### src/hw/rtl/linear_queue_with_inplace_sort_top_assert.svh
// assertion macros for the queue with in-place sort
`ifndef LINEAR_QUEUE_WITH_INPLACE_SORT_TOP_ASSERT_SVH
`define LINEAR_QUEUE_WITH_INPLACE_SORT_TOP_ASSERT_SVH

// condition holds on every clock edge outside reset
`define LQS_ASSERT_ALWAYS(name, cond) \
  name: assert property (@(posedge clk_i) disable iff (!rst_ni) (cond)) \
    else $error("lqs assertion failed");

// antecedent in one cycle implies consequent in the same cycle
`define LQS_ASSERT_IMPL(name, ante, cons) \
  name: assert property (@(posedge clk_i) disable iff (!rst_ni) (ante) |-> (cons)) \
    else $error("lqs assertion failed");

// antecedent in one cycle implies consequent in the next cycle
`define LQS_ASSERT_NEXT(name, ante, cons) \
  name: assert property (@(posedge clk_i) disable iff (!rst_ni) (ante) |=> (cons)) \
    else $error("lqs assertion failed");

`endif

### src/hw/rtl/lqs_pkg.sv
// shared types and codes for the queue with in-place sort
package lqs_pkg;

  localparam int unsigned DataW = 32;

  // request codes
  localparam logic [2:0] REQ_ENQ  = 3'd0;
  localparam logic [2:0] REQ_DEQ  = 3'd1;
  localparam logic [2:0] REQ_PEEK = 3'd2;
  localparam logic [2:0] REQ_SORT = 3'd3;
  localparam logic [2:0] REQ_DUMP = 3'd4;

  // status codes
  localparam logic [1:0] STATUS_OK    = 2'd0;
  localparam logic [1:0] STATUS_OVF   = 2'd1;
  localparam logic [1:0] STATUS_UNDER = 2'd2;
  localparam logic [1:0] STATUS_EMPTY = 2'd3;

  typedef enum logic [1:0] {
    ST_IDLE,
    ST_SORT,
    ST_DUMP
  } lqs_state_e;

  // control broadcast to every cell
  typedef struct packed {
    logic                    sort_en;
    logic                    phase;
    logic                    wr_en;
    logic signed [DataW-1:0] wr_data;
  } lqs_ctrl_t;

endpackage

### src/hw/rtl/linear_queue_with_inplace_sort_top.sv
// top level: linear queue of signed words held in a row of sorting cells
//
// Requests enter on start/req_type_i/data_in_i and are taken at a rising edge
// where start is high and busy is low. Every result appears on the result
// ports for exactly one cycle, marked by res_strobe_o; the receiver cannot
// stall, so each strobe is one transaction taken as it goes by.
// Enqueue, dequeue and peek: one result, in the cycle after the request.
// Sort on a non-empty queue: the cells run DEPTH+1 rounds of odd-even
// compare-exchange over the live range, busy is high for that time and the
// single result is registered at the end of the last round.
// Dump on a non-empty queue: one result per live entry on consecutive
// cycles, each slot read in the dump state and then registered, last_o on
// the final one; the read of one slot per cycle through the output mux
// sets that pace. Empty-queue sort and dump answer in the cycle after the
// request; unused request codes give no result.
// Reset empties the queue (head and tail at zero); slot contents are not
// cleared and are only read once written.
module linear_queue_with_inplace_sort_top import lqs_pkg::*; #(
  parameter int unsigned DEPTH = 8
) (
  input  logic                    clk_i,
  input  logic                    rst_ni,
  input  logic                    start,
  output logic                    busy,
  input  logic [2:0]              req_type_i,
  input  logic signed [DataW-1:0] data_in_i,
  output logic                    res_strobe_o,
  output logic [1:0]              status_o,
  output logic signed [DataW-1:0] value_o,
  output logic                    value_valid_o,
  output logic                    last_o
);

  `include "linear_queue_with_inplace_sort_top_assert.svh"

  localparam int unsigned IW        = (DEPTH > 1) ? $clog2(DEPTH) : 1;
  localparam logic [IW-1:0] LastIdx = IW'(DEPTH - 1);
  localparam logic [IW:0] LastRound = (IW+1)'(DEPTH);

  lqs_state_e state_q, state_d;
  logic [IW-1:0] head_q, head_d;
  logic [IW-1:0] tail_q, tail_d;
  logic          empty_q, empty_d;
  logic [IW:0]   cnt_q, cnt_d;

  logic                    strobe_q, strobe_d;
  logic [1:0]              status_q, status_d;
  logic signed [DataW-1:0] value_q, value_d;
  logic                    vvalid_q, vvalid_d;
  logic                    last_q, last_d;

  lqs_ctrl_t               ctrl;
  logic [IW-1:0]           wr_idx;
  logic [IW-1:0]           rd_idx;
  logic signed [DataW-1:0] rd_val;
  logic                    accept;
  logic                    dump_end;
  logic                    sort_end;

  logic signed [DataW-1:0] cell_val [DEPTH];
  logic [DEPTH-1:0]        cell_swap;

  // cell row
  for (genvar i = 0; i < DEPTH; i++) begin : g_cell
    logic signed [DataW-1:0] left_val;
    logic signed [DataW-1:0] right_val;
    logic                    left_swap;

    if (i == 0) begin : g_first
      assign left_val  = cell_val[i];
      assign left_swap = 1'b0;
    end else begin : g_mid
      assign left_val  = cell_val[i-1];
      assign left_swap = cell_swap[i-1];
    end
    if (i == DEPTH - 1) begin : g_last
      assign right_val = cell_val[i];
    end else begin : g_inner
      assign right_val = cell_val[i+1];
    end

    lqs_cell #(
      .IW  (IW),
      .IDX (i)
    ) u_cell (
      .clk_i       (clk_i),
      .ctrl_i      (ctrl),
      .wr_idx_i    (wr_idx),
      .lo_i        (head_q),
      .hi_i        (tail_q),
      .left_val_i  (left_val),
      .right_val_i (right_val),
      .left_swap_i (left_swap),
      .val_o       (cell_val[i]),
      .swap_o      (cell_swap[i])
    );
  end

  assign busy     = (state_q != ST_IDLE);
  assign accept   = start && !busy;
  assign rd_idx   = (state_q == ST_DUMP) ? cnt_q[IW-1:0] : head_q;
  assign rd_val   = cell_val[rd_idx];
  assign dump_end = (cnt_q[IW-1:0] == tail_q);
  assign sort_end = (cnt_q == LastRound);

  // next state
  always_comb begin
    state_d = state_q;
    unique case (state_q)
      ST_IDLE: begin
        if (accept && !empty_q && req_type_i == REQ_SORT) begin
          state_d = ST_SORT;
        end else if (accept && !empty_q && req_type_i == REQ_DUMP) begin
          state_d = ST_DUMP;
        end
      end
      ST_SORT: begin
        if (sort_end) begin
          state_d = ST_IDLE;
        end
      end
      ST_DUMP: begin
        if (dump_end) begin
          state_d = ST_IDLE;
        end
      end
      default: state_d = ST_IDLE;
    endcase
  end

  // datapath and results
  always_comb begin
    head_d       = head_q;
    tail_d       = tail_q;
    empty_d      = empty_q;
    cnt_d        = cnt_q;
    strobe_d     = 1'b0;
    status_d     = status_q;
    value_d      = value_q;
    vvalid_d     = vvalid_q;
    last_d       = last_q;
    ctrl.sort_en = 1'b0;
    ctrl.phase   = cnt_q[0];
    ctrl.wr_en   = 1'b0;
    ctrl.wr_data = data_in_i;
    wr_idx       = '0;

    unique case (state_q)
      ST_IDLE: begin
        if (accept) begin
          status_d = STATUS_OK;
          value_d  = '0;
          vvalid_d = 1'b0;
          last_d   = 1'b1;
          case (req_type_i)
            REQ_ENQ: begin
              strobe_d = 1'b1;
              if (empty_q) begin
                head_d     = '0;
                tail_d     = '0;
                empty_d    = 1'b0;
                ctrl.wr_en = 1'b1;
                wr_idx     = '0;
              end else if (tail_q == LastIdx) begin
                status_d = STATUS_OVF;
              end else begin
                tail_d     = tail_q + IW'(1);
                ctrl.wr_en = 1'b1;
                wr_idx     = tail_q + IW'(1);
              end
            end
            REQ_DEQ: begin
              strobe_d = 1'b1;
              if (empty_q) begin
                status_d = STATUS_UNDER;
              end else begin
                value_d  = rd_val;
                vvalid_d = 1'b1;
                if (head_q >= tail_q) begin
                  head_d  = '0;
                  tail_d  = '0;
                  empty_d = 1'b1;
                end else begin
                  head_d = head_q + IW'(1);
                end
              end
            end
            REQ_PEEK: begin
              strobe_d = 1'b1;
              if (empty_q) begin
                status_d = STATUS_EMPTY;
              end else begin
                value_d  = rd_val;
                vvalid_d = 1'b1;
              end
            end
            REQ_SORT: begin
              if (empty_q) begin
                strobe_d = 1'b1;
              end else begin
                cnt_d = '0;
              end
            end
            REQ_DUMP: begin
              if (empty_q) begin
                strobe_d = 1'b1;
                status_d = STATUS_EMPTY;
              end else begin
                cnt_d = {1'b0, head_q};
              end
            end
            default: begin
            end
          endcase
        end
      end
      ST_SORT: begin
        ctrl.sort_en = 1'b1;
        cnt_d        = cnt_q + (IW+1)'(1);
        if (sort_end) begin
          strobe_d = 1'b1;
          status_d = STATUS_OK;
          value_d  = '0;
          vvalid_d = 1'b0;
          last_d   = 1'b1;
        end
      end
      ST_DUMP: begin
        strobe_d = 1'b1;
        status_d = STATUS_OK;
        value_d  = rd_val;
        vvalid_d = 1'b1;
        last_d   = dump_end;
        cnt_d    = cnt_q + (IW+1)'(1);
      end
      default: begin
      end
    endcase
  end

  always_ff @(posedge clk_i or negedge rst_ni) begin
    if (!rst_ni) begin
      state_q  <= ST_IDLE;
      head_q   <= '0;
      tail_q   <= '0;
      empty_q  <= 1'b1;
      cnt_q    <= '0;
      strobe_q <= 1'b0;
    end else begin
      state_q  <= state_d;
      head_q   <= head_d;
      tail_q   <= tail_d;
      empty_q  <= empty_d;
      cnt_q    <= cnt_d;
      strobe_q <= strobe_d;
    end
  end

  always_ff @(posedge clk_i) begin
    status_q <= status_d;
    value_q  <= value_d;
    vvalid_q <= vvalid_d;
    last_q   <= last_d;
  end

  assign res_strobe_o  = strobe_q;
  assign status_o      = status_q;
  assign value_o       = value_q;
  assign value_valid_o = vvalid_q;
  assign last_o        = last_q;

  `LQS_ASSERT_ALWAYS(a_live_order, empty_q || (head_q <= tail_q))
  `LQS_ASSERT_IMPL(a_sort_needs_data, state_q == ST_SORT, !empty_q)
  `LQS_ASSERT_IMPL(a_entry_ok, res_strobe_o && value_valid_o, status_o == STATUS_OK)
  `LQS_ASSERT_NEXT(a_dump_last, (state_q == ST_DUMP) && dump_end,
                   res_strobe_o && last_o && (state_q == ST_IDLE))
  `LQS_ASSERT_NEXT(a_unused_silent, accept && (req_type_i > REQ_DUMP), !res_strobe_o)

endmodule

### src/hw/rtl/lqs_cell.sv
// one slot of the queue with its compare-exchange against the right neighbour
module lqs_cell import lqs_pkg::*; #(
  parameter int unsigned IW  = 3,
  parameter int unsigned IDX = 0
) (
  input  logic                    clk_i,
  input  lqs_ctrl_t               ctrl_i,
  input  logic [IW-1:0]           wr_idx_i,
  input  logic [IW-1:0]           lo_i,
  input  logic [IW-1:0]           hi_i,
  input  logic signed [DataW-1:0] left_val_i,
  input  logic signed [DataW-1:0] right_val_i,
  input  logic                    left_swap_i,
  output logic signed [DataW-1:0] val_o,
  output logic                    swap_o
);

  localparam logic [IW:0] IdxW  = (IW+1)'(IDX);
  localparam logic [IW:0] NextW = (IW+1)'(IDX + 1);
  localparam logic        Par   = 1'(IDX % 2);

  logic signed [DataW-1:0] val_q, val_d;
  logic                    in_pair;
  logic                    wr_hit;

  // this cell leads the pair (IDX, IDX+1) when both lie in the live range
  assign in_pair = ({1'b0, lo_i} <= IdxW) && (NextW <= {1'b0, hi_i});
  assign swap_o  = ctrl_i.sort_en && (ctrl_i.phase == Par) && in_pair &&
                   (val_q > right_val_i);
  assign wr_hit  = ctrl_i.wr_en && (wr_idx_i == IdxW[IW-1:0]);

  always_comb begin
    val_d = val_q;
    if (wr_hit) begin
      val_d = ctrl_i.wr_data;
    end else if (swap_o) begin
      val_d = right_val_i;
    end else if (left_swap_i) begin
      val_d = left_val_i;
    end
  end

  always_ff @(posedge clk_i) begin
    val_q <= val_d;
  end

  assign val_o = val_q;

endmodule
### config.mk
export PLATFORM = sky130hd
export DESIGN_NAME = linear_queue_with_inplace_sort_top
export DESIGN_NICKNAME = d
export VERILOG_FILES = /design/src/hw/rtl/lqs_pkg.sv /design/src/hw/rtl/linear_queue_with_inplace_sort_top.sv /design/src/hw/rtl/lqs_cell.sv
export VERILOG_INCLUDE_DIRS = /design/src /design/src/hw/rtl
export SDC_FILE = /design/constraint.sdc
export NUM_CORES = 1
export LEC_CHECK = 0
export BUFFER_PORTS_ARGS = -buffer_cell sky130_fd_sc_hd__buf_4
export CAP_MARGIN = 20
export CORE_UTILIZATION = 55
export DETAILED_ROUTE_END_ITERATION = 6
export PLACE_DENSITY = 0.72
export SYNTH_ARGS = -nofsm -noshare
export SYNTH_HDL_FRONTEND = slang
export SYNTH_HIERARCHICAL = 1
export SYNTH_SLANG_ARGS = --single-unit
### constraint.sdc
create_clock -name clk_i -period 7.4 [get_ports clk_i]
set_input_delay 0.37 -clock clk_i [delete_from_list [all_inputs] [get_ports clk_i]]
set_output_delay 0.37 -clock clk_i [all_outputs]
set_load 0.01 [all_outputs]
==> impl_metrics.csv <==
group,metric,value,unit
pwr,pwr-share-seq,0.378,
clock_network,cts_made_buffers,37,
place,post_dp_cell_area,25000,sq um
clock_network,h-tree-depth,2,
worst_setup_path,cp_slowest_cell,"nand3b_1",
place,hpwl,53400,um
worst_setup_path,slowest_delay,740,ps
grt,grt_pass1_vias,19700,
final_layout,fin_util,0.607,
sta,setup-violations-final,0,
final_layout,seqCellArea,9120,sq um
sta,finalCriticalPeriod,4420,ps
floorplanning,core_area,43200,sq um
logic_synthesis,syn_avg_cell_area,9.91,sq um
grt,grt.busiest_layer,"met2",
worst_setup_path,start_kind,"register",
clock_network,root_buffer,"clkbuf_16",
sta,slew_viol_final,0,
clock_network,cts_resized,0,
final_layout,postLayoutCellArea,26200,sq um
worst_setup_path,cp.arrival,4690,ps
worst_setup_path,crit_chain,"inv_1, ha_1, inv_1, nor2_1, nand3_1, nor2_1, nand4bb_4, buf_4, nand3b_1, buf_4",
detailed_routing,via_per_inst,6.50,
grt,gr-usage-met1,0.453,
detailed_routing,drc_errors,0,
floorplanning,dieArea,44800,sq um
grt,track_usage,0.358,
logic_synthesis,synth.net_count,2712,
logic_synthesis,netlist_instances,2438,
place,gp_congestion,0.980,
sta,hold-worst-slack,130,ps
grt,grt-ovfl-total,0,
pwr,ir_drop,0.201,mV
sta,layout_setup_ws,2980,ps
grt,globalRouteMet3Util,0.0742,
final_layout,fillers,3629,
clock_network,clockBufferDepth,3,
clock_network,insertion_delay,570,ps
sta,slew_headroom,0.228,
clock_network,cts_tree,"yes",
sta,skew,24.0,ps
pwr,p_sw_frac,0.340,
grt,grt_max_degree,66,
sta,tightest_slew,1160,ps
detailed_routing,vias,20000,
worst_setup_path,crit_type,"reg2reg",
pwr,p_clk_frac,0.328,
logic_synthesis,netlist_area,24200,sq um
clock_network,clk_pin_slew,60,ps
sta,post-route-period-util,0.597,
floorplanning,start_util,0.560,
status,status,"finished clean",
floorplanning,rows,76,
job,max-cap-violations,0,
detailed_routing,drt-initial-drc-count,1969,
detailed_routing,wl_per_cell,25.8,um
floorplanning,ioPinCount,76,
sta,finalSetupTns,0,ps
grt,use_met2,0.565,
floorplanning,die_x,212,um
final_layout,fin_nets,2736,
pwr,internal_power,3.84,mW
worst_hold_path,hold_class,"in2reg",
logic_synthesis,yosys_warnings,6,
pwr,power_density,222,nW/um^2
worst_setup_path,end_kind,"register",
sta,rsz0062_at_grt,"false",
final_layout,multiInputGateArea,13100,sq um
place,port_buffers,75,
sta,fmax,0.226,GHz
floorplanning,die_y,212,um
detailed_routing,postRouteAntennaNets,0,
detailed_routing,first_pass_iters,6,
detailed_routing,routed_wl,79200,um
worst_setup_path,required,7670,ps
final_layout,areaGrowthSynthToFinish,8.51,%
place,post-place-ws,3080,ps
pwr,p_sw,1.98,mW
grt,grt_pass1_wl,120000,um
sta,hold_viol_final,0,
pwr,p_leak,12.0,nW
worst_setup_path,worstPathMaxFanout,65,
grt,antenna_found_initial,1,
pwr,combPwrFrac,0.294,
clock_network,cts_sinks,306,
final_layout,drive_above_1_share,0.142,
==> per-layer routing <==
layer,vias to the layer above,wire (um)
li1,8922,-
met1,9598,30100
met2,1174,35700
met3,300,8320
met4,0,5070
met5,-,0
==> final cells by class <==
class,count,area share
Antenna cell,1,0.0000954
Clock buffer,43,0.0362
Clock inverter,23,0.0104
Inverter,314,0.0449
Multi-Input combinational cell,1687,0.498
Sequential cell,306,0.348
Tap cell,585,0.0279
Timing Repair Buffer,116,0.0345
==> metrics by stage <==
stage | instances | power, mW
2_1_floorplan | 2438 | 3.28
3_3_place_gp | 3004 | 3.87
3_5_place_dp | 3006 | 3.88
4_1_cts | 3073 | 5.79
5_1_grt | 3074 | 5.99
6_report | 3075 | 5.81
==> registers in the layout (all words and copies together) (netlist names) <==
signal	count
cnt_q	4
empty_q	1
g_cell.u_cell/val_o	256
head_q	3
last_o	1
res_strobe_o	1
state_q	2
status_o	2
tail_q	3
value_o	32
value_valid_o	1
==> critical path, delay by kind of cell (launching register included) <==
family | cells | cell delay (ps)
adders and majority gates | 1 | 320
buffers and inverters | 4 | 1320
DFF | 1 | 420
and+or+nand+nor | 5 | 1980
==> path summary, 6_finish.rpt <==
kind	startpoint	to	slack, ps	cells past startpoint
setup / recovery	state_q[0]	g_cell[2].u_cell/val_o[11]	2980	10
hold / removal	req_type_i[0]	empty_q	130	3
setup reg to reg	state_q[0]	g_cell[2].u_cell/val_o[11]	2980	10
hold reg to reg	cnt_q[3]	cnt_q[3]	570	1
max in group asynchronous	rst_ni	empty_q	6950	2
min in group asynchronous	rst_ni	head_q[2]	190	2
==> what timing repair did <==
item | in CTS | in global routing
setup endpoints to repair | 0 | 0
setup buffers | 0 | 0
hold buffers | 1 | 0
endpoints found under the hold margin | 14 | 0
==> layout by cell type (no fill, tap or decap), drive strengths merged, types with 4 or more instances in the layout <==
master / count
o21ai: 32
bufinv: 6
and4b: 4
a221oi: 8
mux4: 32
nor2b: 11
or2: 6
nor2: 188
o2111a: 32
mux2: 36
buf: 115
o221ai: 65
nand4: 49
nand3: 154
ha: 236
nor4: 14
xor2: 4
nand2b: 6
a21oi: 266
edfxtp: 292
o211ai: 14
nor3: 15
o21a: 8
clkbuf: 43
clkinv: 12
dfrtp: 13
inv: 316
a21boi: 5
a21o: 20
mux2i: 160
o41a: 4
nand3b: 7
nand2: 257
==> power groups by stage <==
stage | Combinational [mW] | Clock (mW) | Sequential, mW
floorplan | 1.03 | 0 | 2.25
global placement | 1.64 | 0 | 2.23
detailed placement | 1.65 | 0 | 2.23
CTS | 1.67 | 1.92 | 2.20
global route | 1.80 | 1.97 | 2.21
finish | 1.71 | 1.91 | 2.20
Power figures use the tool's default switching activity.
